## src/rtl/hyp_pkg.sv

```systemverilog
`timescale 1ns / 1ps
// ----------------------------------------------------------------------------
// hyp_pkg
// Shared constants for the hypotenuse square-root pipeline.
// ----------------------------------------------------------------------------
package hyp_pkg;

	// Default leg width; the root is one bit wider.
	localparam int DEF_LEG_BITS = 16;

endpackage

```

## src/rtl/hyp_leg_if.sv

```systemverilog
`timescale 1ns / 1ps
// ----------------------------------------------------------------------------
// hyp_leg_if
// Valid/ready channel carrying one pair of leg lengths per transaction.
// ----------------------------------------------------------------------------
interface hyp_leg_if #(
	parameter int LEG_BITS = hyp_pkg::DEF_LEG_BITS
) ();
	logic                valid;
	logic                ready;
	logic [LEG_BITS-1:0] leg_a;
	logic [LEG_BITS-1:0] leg_b;

	modport source (output valid, output leg_a, output leg_b, input ready);
	modport sink   (input valid, input leg_a, input leg_b, output ready);
endinterface

```

## src/rtl/hyp_len_if.sv

```systemverilog
`timescale 1ns / 1ps
// ----------------------------------------------------------------------------
// hyp_len_if
// Valid/ready channel carrying one hypotenuse length per transaction.
// ----------------------------------------------------------------------------
interface hyp_len_if #(
	parameter int LEG_BITS = hyp_pkg::DEF_LEG_BITS
) ();
	logic              valid;
	logic              ready;
	logic [LEG_BITS:0] hypotenuse_len;

	modport source (output valid, output hypotenuse_len, input ready);
	modport sink   (input valid, input hypotenuse_len, output ready);
endinterface

```

## src/rtl/hyp_sumsq.sv

```systemverilog
`timescale 1ns / 1ps
// ----------------------------------------------------------------------------
// hyp_sumsq
// Two-stage front end: square both legs, then add the squares.
// ----------------------------------------------------------------------------
module hyp_sumsq #(
	parameter int LEG_BITS = hyp_pkg::DEF_LEG_BITS
) (
	input  logic                  clk,
	input  logic                  arst_n,
	input  logic                  in_valid,
	output logic                  in_ready,
	input  logic [LEG_BITS-1:0]   leg_a,
	input  logic [LEG_BITS-1:0]   leg_b,
	output logic                  out_valid,
	input  logic                  out_ready,
	output logic [2*LEG_BITS:0]   sum
);
	localparam int SQ_W = 2 * LEG_BITS;

	logic              valid_s1;
	logic              valid_s2;
	logic [SQ_W-1:0]   sq_a_s1;
	logic [SQ_W-1:0]   sq_b_s1;
	logic [SQ_W:0]     sum_s2;
	logic              ready_s1;
	logic              ready_s2;

	assign ready_s2 = !valid_s2 || out_ready;
	assign ready_s1 = !valid_s1 || ready_s2;
	assign in_ready = ready_s1;

	always_ff @(posedge clk or negedge arst_n) begin
		if (!arst_n) begin
			valid_s1 <= 1'b0;
			valid_s2 <= 1'b0;
		end else begin
			if (ready_s1) valid_s1 <= in_valid;
			if (ready_s2) valid_s2 <= valid_s1;
		end
	end

	always_ff @(posedge clk) begin
		if (in_valid && ready_s1) begin
			sq_a_s1 <= {{LEG_BITS{1'b0}}, leg_a} * {{LEG_BITS{1'b0}}, leg_a};
			sq_b_s1 <= {{LEG_BITS{1'b0}}, leg_b} * {{LEG_BITS{1'b0}}, leg_b};
		end
		if (valid_s1 && ready_s2) begin
			sum_s2 <= {1'b0, sq_a_s1} + {1'b0, sq_b_s1};
		end
	end

	assign out_valid = valid_s2;
	assign sum       = sum_s2;
endmodule

```

## src/rtl/hyp_root_step.sv

```systemverilog
`timescale 1ns / 1ps
// ----------------------------------------------------------------------------
// hyp_root_step
// One registered step of the radix-2 digit-by-digit square root.
// ----------------------------------------------------------------------------
module hyp_root_step #(
	parameter int LEG_BITS = hyp_pkg::DEF_LEG_BITS,
	parameter int STEP     = 0
) (
	input  logic                  clk,
	input  logic                  arst_n,
	input  logic                  in_valid,
	output logic                  in_ready,
	input  logic [2*LEG_BITS:0]   rem_in,
	input  logic [2*LEG_BITS+1:0] res_in,
	output logic                  out_valid,
	input  logic                  out_ready,
	output logic [2*LEG_BITS:0]   rem_out,
	output logic [2*LEG_BITS+1:0] res_out
);
	localparam int RW = 2 * LEG_BITS + 1;
	localparam int W  = 2 * LEG_BITS + 2;
	// weight of the root bit decided here
	localparam logic [W-1:0] BIT = {{(W-1){1'b0}}, 1'b1} << (2 * (LEG_BITS - STEP));

	logic          valid_s1;
	logic [RW-1:0] rem_s1;
	logic [W-1:0]  res_s1;
	logic [W-1:0]  trial;
	logic [W-1:0]  diff;
	logic          keep;

	assign trial = res_in + BIT;
	assign keep  = {1'b0, rem_in} >= trial;
	assign diff  = {1'b0, rem_in} - trial;

	assign in_ready = !valid_s1 || out_ready;

	always_ff @(posedge clk or negedge arst_n) begin
		if (!arst_n) begin
			valid_s1 <= 1'b0;
		end else if (in_ready) begin
			valid_s1 <= in_valid;
		end
	end

	always_ff @(posedge clk) begin
		if (in_valid && in_ready) begin
			if (keep) begin
				rem_s1 <= diff[RW-1:0];
				res_s1 <= (res_in >> 1) + BIT;
			end else begin
				rem_s1 <= rem_in;
				res_s1 <= res_in >> 1;
			end
		end
	end

	assign out_valid = valid_s1;
	assign rem_out   = rem_s1;
	assign res_out   = res_s1;
endmodule

```

## src/rtl/hypotenuse_square_root_top.sv

```systemverilog
`timescale 1ns / 1ps
// ----------------------------------------------------------------------------
// hypotenuse_square_root_top
// Floor of sqrt(a*a + b*b) on fixed-point legs, fully pipelined.
// ----------------------------------------------------------------------------
// One transaction per clock in and out while the output is not stalled. Each
// leg pair goes through a squaring stage, an add stage and LEG_BITS+1 root
// stages (one root bit per stage); the last root stage is the output
// register, where its result waits until the length channel takes it. The
// fixed-point point is implicit: legs with F fraction bits give a root with F
// fraction bits. Every stage has its own valid bit and accepts while it is
// empty or its successor moves, so a stalled output holds its result while
// bubbles further up keep filling; the leg channel is only held off once
// every stage is occupied. Leg bits are taken as unsigned LEG_BITS-bit values
// and the root never overflows LEG_BITS+1 bits.
// ----------------------------------------------------------------------------
module hypotenuse_square_root_top #(
	parameter int LEG_BITS = hyp_pkg::DEF_LEG_BITS
) (
	input  logic      clk,
	input  logic      arst_n,
	hyp_leg_if.sink   leg_in,
	hyp_len_if.source len_out
);
	localparam int RW    = 2 * LEG_BITS + 1;  // radicand / remainder width
	localparam int W     = 2 * LEG_BITS + 2;  // partial root width
	localparam int NSTEP = LEG_BITS + 1;      // root bits, one per stage

	// square/add front end output
	logic          sum_valid;
	logic [RW-1:0] sum;

	// root stage chain; index k is the input of step k
	logic          v_c   [0:NSTEP];
	logic          rdy_c [0:NSTEP];
	logic [RW-1:0] rem_c [0:NSTEP];
	logic [W-1:0]  res_c [0:NSTEP];

	hyp_sumsq #(
		.LEG_BITS (LEG_BITS)
	) u_sumsq (
		.clk       (clk),
		.arst_n    (arst_n),
		.in_valid  (leg_in.valid),
		.in_ready  (leg_in.ready),
		.leg_a     (leg_in.leg_a),
		.leg_b     (leg_in.leg_b),
		.out_valid (sum_valid),
		.out_ready (rdy_c[0]),
		.sum       (sum)
	);

	// radicand enters with an empty partial root
	assign v_c[0]   = sum_valid;
	assign rem_c[0] = sum;
	assign res_c[0] = '0;

	for (genvar k = 0; k < NSTEP; k++) begin : g_step
		hyp_root_step #(
			.LEG_BITS (LEG_BITS),
			.STEP     (k)
		) u_step (
			.clk       (clk),
			.arst_n    (arst_n),
			.in_valid  (v_c[k]),
			.in_ready  (rdy_c[k]),
			.rem_in    (rem_c[k]),
			.res_in    (res_c[k]),
			.out_valid (v_c[k+1]),
			.out_ready (rdy_c[k+1]),
			.rem_out   (rem_c[k+1]),
			.res_out   (res_c[k+1])
		);
	end

	// last stage is the output register; the root sits in its low bits
	assign rdy_c[NSTEP]          = len_out.ready;
	assign len_out.valid         = v_c[NSTEP];
	assign len_out.hypotenuse_len = res_c[NSTEP][LEG_BITS:0];

	// ------------------------------------------------------------------------
	// Assertions
	// ------------------------------------------------------------------------

	// a held first root stage must not be overwritten by the add stage
	a_first_hold: assert property (@(posedge clk) disable iff (!arst_n)
		v_c[1] && !rdy_c[1] |=> v_c[1] && $stable(rem_c[1]) && $stable(res_c[1]))
		else $error("first root stage lost or changed a held transaction");

	// the radicand waiting for the root chain stays put
	a_sum_hold: assert property (@(posedge clk) disable iff (!arst_n)
		sum_valid && !rdy_c[0] |=> sum_valid && $stable(sum))
		else $error("sum stage lost or changed a held transaction");

	// a stalled, full root chain must push back on the front end
	a_chain_full: assert property (@(posedge clk) disable iff (!arst_n)
		v_c[1] && !rdy_c[1] |-> !rdy_c[0] || !sum_valid)
		else $error("root chain accepted while its first stage was blocked");

	// the root register never holds more than LEG_BITS+1 significant bits
	a_root_range: assert property (@(posedge clk) disable iff (!arst_n)
		v_c[NSTEP] |-> (res_c[NSTEP] >> (LEG_BITS + 1)) == '0)
		else $error("partial root overflowed the result width");

endmodule

```

## src/flat_wrapper.sv

```systemverilog
// flat-port wrapper written by rule: the top's interface ports become plain ports
module hypotenuse_square_root_top_flat 
#(
	parameter int LEG_BITS = hyp_pkg::DEF_LEG_BITS
)
  (clk, arst_n, leg_in_valid, leg_in_leg_a, leg_in_leg_b, leg_in_ready, len_out_valid, len_out_hypotenuse_len, len_out_ready);
  hyp_leg_if #(.LEG_BITS(LEG_BITS)) leg_in_i ();
  hyp_len_if #(.LEG_BITS(LEG_BITS)) len_out_i ();
  input  logic clk;
  input  logic arst_n;
  input wire logic [$bits(leg_in_i.valid)-1:0] leg_in_valid;
  input wire logic [$bits(leg_in_i.leg_a)-1:0] leg_in_leg_a;
  input wire logic [$bits(leg_in_i.leg_b)-1:0] leg_in_leg_b;
  output wire logic [$bits(leg_in_i.ready)-1:0] leg_in_ready;
  output wire logic [$bits(len_out_i.valid)-1:0] len_out_valid;
  output wire logic [$bits(len_out_i.hypotenuse_len)-1:0] len_out_hypotenuse_len;
  input wire logic [$bits(len_out_i.ready)-1:0] len_out_ready;
  assign leg_in_i.valid = leg_in_valid;
  assign leg_in_i.leg_a = leg_in_leg_a;
  assign leg_in_i.leg_b = leg_in_leg_b;
  assign leg_in_ready = leg_in_i.ready;
  assign len_out_valid = len_out_i.valid;
  assign len_out_hypotenuse_len = len_out_i.hypotenuse_len;
  assign len_out_i.ready = len_out_ready;
  hypotenuse_square_root_top #(.LEG_BITS(LEG_BITS)) u_core (.clk(clk), .arst_n(arst_n), .leg_in(leg_in_i), .len_out(len_out_i));
endmodule
```

## config.mk

```make
export PLATFORM = sky130hd
export DESIGN_NAME = hypotenuse_square_root_top_flat
export DESIGN_NICKNAME = d
export VERILOG_FILES = /design/src/rtl/hyp_pkg.sv /design/src/rtl/hyp_leg_if.sv /design/src/rtl/hyp_len_if.sv /design/src/rtl/hyp_sumsq.sv /design/src/rtl/hyp_root_step.sv /design/src/rtl/hypotenuse_square_root_top.sv /design/src/flat_wrapper.sv
export SDC_FILE = /design/constraint.sdc
export NUM_CORES = 2
export LEC_CHECK = 0
export ABC_AREA = 1
export BUFFER_PORTS_ARGS = -buffer_cell sky130_fd_sc_hd__buf_2
export CAP_MARGIN = 30
export CORE_MARGIN = 2
export CORE_UTILIZATION = 60
export CTS_BUF_LIST = sky130_fd_sc_hd__clkbuf_2 sky130_fd_sc_hd__clkbuf_4 sky130_fd_sc_hd__clkbuf_8
export CTS_CLUSTER_SIZE = 40
export DETAILED_ROUTE_END_ITERATION = 12
export GPL_TIMING_DRIVEN = 0
export PLACE_DENSITY = 0.79
export SETUP_SLACK_MARGIN = 0.3
export SLEW_MARGIN = 20
export SYNTH_ARGS = -nofsm -noshare
export SYNTH_HDL_FRONTEND = slang
export SYNTH_SLANG_ARGS = --single-unit
```

## constraint.sdc

```tcl
create_clock -name clk -period 2.87 [get_ports clk]
set_input_delay 0 -clock clk [delete_from_list [all_inputs] [get_ports clk]]
set_output_delay 0 -clock clk [all_outputs]
set_load 0.05 [all_outputs]
```

# Yosys cells after proc, flatten, opt, wreduce, memory -nomap -nowiden
# Cells that the tools add are included.
# classes
mul	2
n_reduce_logical	57
addsub	49
mux	33
magnitude_cmp	17
# op_table
op	n
$mux 33	32
$ge 33x34->1	16
$sub 33x33->33	15
$mul 16x16->32	2
$add 33x11->34 const B	1
$add 33x13->34 const B	1
$add 33x15->34 const B	1
$add 33x17->34 const B	1
$add 33x19->34 const B	1
$add 33x21->34 const B	1
$add 33x23->34 const B	1
$add 33x25->34 const B	1
$add 33x27->34 const B	1
$add 33x29->34 const B	1
$add 33x3->34 const B	1
$add 33x31->34 const B	1
$add 33x5->34 const B	1
$add 33x7->34 const B	1
$add 33x9->34 const B	1
$add 34x1->34 const B	1
$add 34x11->34 const B	1
$add 34x13->34 const B	1
$add 34x15->34 const B	1
$add 34x17->34 const B	1
19 further kinds	73
# word_totals
out_inout_bits	19
input_bits	36
reg_bits	1205
word_cells	228

# Logic depth before layout (Yosys ltp)
# depth
word_depth	21
mapped_depth	28
mapped_depth_nobuf	26

# Modules after synthesis
# From an unflattened synthesis, not the netlist that was laid out.
# unflattened
cells_unflattened	17548
hier_area_um2	122586.3
# by_module_without_submodules
module	cells_per_inst	area_each_um2	n_inst
hyp_sumsq	2800	21306.7	1
hyp_root_step (u_core.g_step[15].u_step)	1036	7036.7	1
hyp_root_step (u_core.g_step[16].u_step)	1058	6871.6	1
hyp_root_step (u_core.g_step[14].u_step)	937	6471.2	1
hyp_root_step (u_core.g_step[12].u_step)	985	6433.7	1
hyp_root_step (u_core.g_step[13].u_step)	931	6268.5	1
hyp_root_step (u_core.g_step[10].u_step)	948	6229.7	1
hyp_root_step (u_core.g_step[8].u_step)	924	6140.9	1
hyp_root_step (u_core.g_step[11].u_step)	900	6128.4	1
hyp_root_step (u_core.g_step[9].u_step)	926	6110.9	1
hyp_root_step (u_core.g_step[4].u_step)	818	5694.2	1
hyp_root_step (u_core.g_step[7].u_step)	785	5590.4	1
hyp_root_step (u_core.g_step[6].u_step)	776	5549.1	1
hyp_root_step (u_core.g_step[2].u_step)	795	5539.1	1
5 more rows	-	-	-

# Worst setup path before layout
# OpenSTA, ideal clock, no wires.
# synth_path
path_type	input -> register
start	input port leg_in_leg_a[1]
end	register u_core.u_sumsq.sq_a_s1[21], data pin
path_stages	21
path_slack_ps	-2632
t_arrival_ps	5244
cell_sequence	clkbuf_1 > clkbuf_1 > nand2_1 > fa_1 > inv_1 > fa_1 > fa_1 > fa_1 > fa_1 > inv_1 > fa_1 > inv_1 > ha_1 > a21oi_1 > o21a_1 > o21ai_0 > a21oi_1 > o21ai_0 > nand3_1 > nand2_1 > xor2_1
# synth_between
elab_chain_cells	1
# synth_rtl
element	line	source
start, declared	flat_wrapper.sv:12	input wire logic [$bits(leg_in_i.leg_a)-1:0] leg_in_leg_a;
$mul 16x16->32	hyp_sumsq.sv:45	sq_a_s1 <= {{LEG_BITS{1'b0}}, leg_a} * {{LEG_BITS{1'b0}}, leg_a};
end signal, assigned	hyp_sumsq.sv:45	
end, declared	hyp_sumsq.sv:23	logic [SQ_W-1:0] sq_a_s1;
# No other way between the ends.
# A chain may end at the register's enable or synchronous reset.

# Worst setup path after layout
# layout_path
start	input port leg_in_leg_b[2]
end	register u_core.u_sumsq.sq_b_s1[26], data pin
# layout_between
elab_chain_cells	1
# layout_rtl
element	line	source
start, declared	flat_wrapper.sv:13	input wire logic [$bits(leg_in_i.leg_b)-1:0] leg_in_leg_b;
$mul 16x16->32	hyp_sumsq.sv:46	sq_b_s1 <= {{LEG_BITS{1'b0}}, leg_b} * {{LEG_BITS{1'b0}}, leg_b};
end signal, assigned	hyp_sumsq.sv:46	
end, declared	hyp_sumsq.sv:24	logic [SQ_W-1:0] sq_b_s1;
# No other way between the ends.

==> metrics <==
run status=finished, violations left; violated checks=setup timing; post-synthesis net count=6067; clock sink count=~800; die area=around 0.092 mm²; vias in the first global route=39992; HPWL Detailed=92300 µm; Place WS=-2820 ps; TritonCTS clock tree=done; DRC viols=0; Max Clock Freq=between 200 and 250 MHz; unrepaired setup endpoints after global routing=yes; combined flip-flop and latch cell area=~0.024 mm²; HP Class=primary input to flip-flop; Syn Inst Count=roughly 5300; HP Start=leg_in_leg_b[1]; max-cap violations=0; FFs w/ async S/R, synth=about 2.4%; Netlist cell types=73; crit share post-route=163%; fraction of layout cells with a size suffix above 1=21.2%; Setup CP Type=primary input to flip-flop; layout net count=around 6500; critical path arrival=5150 ps; first-pass GRT wire length=~200000 µm; post-synthesis sequential area ratio=between 40 and 50%; vias post-DR=between 30000 and 40000; WL per Instance=around 19 µm; Worst-Skew Late Latency=790 ps; Synth warnings=0; largest area contributor in the netlist=edfxtp_1; Antenna Nets Post-Route=0; max_slew headroom=between 40 and 50%; top-count cell post-synth=inv_1; H-tree Lvls=3; Detailed Routing Iterations Pass 1=6; total grt overflow=0; Clock Skew=71.9 ps; Initial Utilization=60.5%; Row Count=approximately 110; Synth area leaders=edfxtp_1 (44%), fa_1 (12%), ha_1 (9.2%); Worst Path Required=between 3000 and 4000 ps; Post-Syn Area=roughly 0.053 mm²; critical path's largest stage delay=between 500 and 600 ps; WHS Path Cells=6; Max FO, Critical Path=5; initial antenna violation count=1; WHS Endpoint=u_core.u_sumsq.sq_b_s1[3]$_DFFE_PP_; CORE AREA=0.0884 mm²; Worst Setup End Kind=flip-flop; routed vias/inst=~5.7; Post-Route WL=approximately 130000 µm; final worst slack=-1800 ps; final core occ=between 70% and 80%; Total GRT Usage=about 28%; # fillers=5623; largest net degree at the start of global routing=42; crit path cell chain=buf_6, clkbuf_16, clkbuf_16, nand2_4, fa_1, buf_4, fa_1, inv_2, fa_1, fa_2, fa_1, inv_1, fa_1, inv_2, ha_4, buf_6, nand2_4, o21a_1, nor2_1, nor2_1, buf_4, o21ai_4, a21oi_2, xnor2_2; commonest cells in the netlist=inv_1 (1074), nand2_1 (855), edfxtp_1 (776); # IOs=between 50 and 60; Yosys reg bits=approximately 800; area delta synth->final=21.4%; Iteration-0 DRC Markers=approximately 3000; crit start category=primary input; Root Buffer=clkbuf_8; Syn Area/Cell=between 10 and 15 µm²; R2R Path End=u_core.u_sumsq.sq_b_s1[28]$_DFFE_PP_; Worst-path clk slew=roughly 60 ps; DIE WIDTH=~300 µm; R2R cell count=14; fin. max-slew vios=0; Worst path most repeated cell=fa_1; area share of the leading cell type in the synthesized netlist=around 44%; Placer Congestion=about 0.95; Critical R2R Launch=u_core.g_step[14].u_step.out_valid$_DFFE_PN0P_; worst-margin pin slew=between 700 and 800 ps; # port buffers=37; R2R setup slack=roughly 140 ps; Tmin final=approximately 4700 ps; EDFF count, synth=between 700 and 800; clock buffer depth=3; Slowest-stage cell, CP=fa_1; Final Hold Viols=0; ys flop type=edfxtp_1; Setup-failing EPs final=50; setup TNS=-72770 ps; Inserted Clock Buffers=around 120; Die Y=303 µm; area occupied by multi-input gates=around 0.028 mm²
==> registers in the layout (all words and copies together) (netlist names) <==
name                            cells
u_core.g_step.u_step.rem_out      528
u_core.g_step.u_step.res_out      153
u_core.u_sumsq.sum                 33
u_core.u_sumsq.sq_a_s1             31
u_core.u_sumsq.sq_b_s1             31
u_core.g_step.u_step.out_valid     17
u_core.u_sumsq.out_valid            1
u_core.u_sumsq.valid_s1             1
==> stage by stage <==
stage	hold WS [ps]	instance area (µm²)	std cells
after detailed placement	-14.0	56900	6523
after global routing	33.2	64900	7008
after global placement	-19.8	56500	6509
final	59.8	64900	7008
after CTS	40.7	62400	6906
after floorplan	-296	54900	5307
==> area by class of cell <==
cell class                 count  area share (%)
clock inverter                61           0.736
inverter                    1080            6.30
multi-input combinational   3341            43.7
buffer                        92            2.34
clock buffer                 167            3.14
antenna                        1         0.00385
tap                         1165            2.25
sequential                   795            36.6
timing repair buffer         302            4.83
timing repair inverter         4          0.0790
==> cells by family after synthesis <==
| logic type | count (synthesis) | share of synthesized area, % |
|---|---|---|
| AO/OA/AOI/OAI | 707 | 7.63 |
| XOR/XNOR | 289 | 4.73 |
| adder cells (fa/ha/maj) | 724 | 21.6 |
| buffers and inverters | 1172 | 8.39 |
| flip-flops | 795 | 44.5 |
| multiplexers | 4 | 0.0842 |
| other | 1 | 0.00701 |
| AND/OR/NAND/NOR | 1615 | 13.1 |
==> worst max-delay path by stage <==
stage                startpoint                                    to  slack (ps)  cells past startpoint
2_1_floorplan   leg_in_leg_a[1]  u_core.u_sumsq.sq_a_s1[27]$_DFFE_PP_       -2060                     25
3_3_place_gp    leg_in_leg_b[5]  u_core.u_sumsq.sq_b_s1[29]$_DFFE_PP_       -2800                     20
3_5_place_dp    leg_in_leg_b[6]  u_core.u_sumsq.sq_b_s1[29]$_DFFE_PP_       -2820                     20
4_1_cts        leg_in_leg_b[13]  u_core.u_sumsq.sq_b_s1[29]$_DFFE_PP_       -1690                     23
5_1_grt         leg_in_leg_a[1]  u_core.u_sumsq.sq_a_s1[31]$_DFFE_PP_       -1880                     28
6_report        leg_in_leg_b[2]  u_core.u_sumsq.sq_b_s1[26]$_DFFE_PP_       -1800                     24
==> critical path: cells and delay by family <==
family,cells,cell delay (ps)
AOI/OAI and AO/OA,3,360
and+or+nand+nor,4,290
adders and majority gates,7,3320
buffers and inverters,9,1010
xor gates and xnor gates,1,160
==> per-layer routing <==
metal,vias up,part of all wire [%],GRT usage [%]
li1,18327,-,-
met1,19495,37,33.4
met2,1634,52,50.2
met3,413,6.0,3.78
met4,0,4.8,11.9
met5,-,0,0
==> placed cells by master, fill, tap and decap left out, types with 17 or more instances in the layout <==
| cell type | netlist | layout |
|---|---|---|
| a21o_1 | 20 | 20 |
| a21oi_1 | 315 | 243 |
| a21oi_2 | 11 | 61 |
| a21oi_4 | 2 | 25 |
| buf_12 | 0 | 29 |
| buf_2 | 16 | 30 |
| buf_4 | 6 | 153 |
| buf_6 | 6 | 67 |
| clkbuf_16 | 0 | 40 |
| clkbuf_4 | 0 | 47 |
| clkbuf_8 | 0 | 147 |
| clkinv_1 | 0 | 29 |
| clkinv_2 | 0 | 18 |
| dfrtp_1 | 19 | 18 |
| dlygate4sd3_1 | 0 | 17 |
| edfxtp_1 | 776 | 776 |
| fa_1 | 331 | 311 |
| fa_2 | 0 | 20 |
| ha_1 | 393 | 283 |
| ha_2 | 0 | 20 |
| ha_4 | 0 | 90 |
| inv_1 | 1074 | 971 |
| inv_2 | 6 | 100 |
| nand2_1 | 855 | 749 |
| nand2_2 | 4 | 67 |
| nand2_4 | 1 | 41 |
| nand3_1 | 111 | 94 |
| nand4_1 | 56 | 56 |
| nor2_1 | 364 | 326 |
| nor2_2 | 13 | 33 |
| nor2_4 | 6 | 24 |
| nor3_1 | 55 | 44 |
| nor4_1 | 69 | 61 |
| o21ai_0 | 188 | 163 |
| o21ai_1 | 45 | 38 |
| o21ai_2 | 12 | 36 |
| or2_2 | 29 | 29 |
| xnor2_1 | 109 | 103 |
| xor2_1 | 180 | 172 |
==> timing repair <==
item,4_1_cts,5_1_grt
buffers inserted,121,91
gates cloned,17,9
hold buffers,17,0
pin swaps,149,163
setup endpoints to repair,398,530
endpoints found under the hold margin,81,0
gates resized for setup,342,375
Power is left out: the tool's default activity adds up to more than one toggle a clock period on the data nets, which glitch-free logic cannot reach.
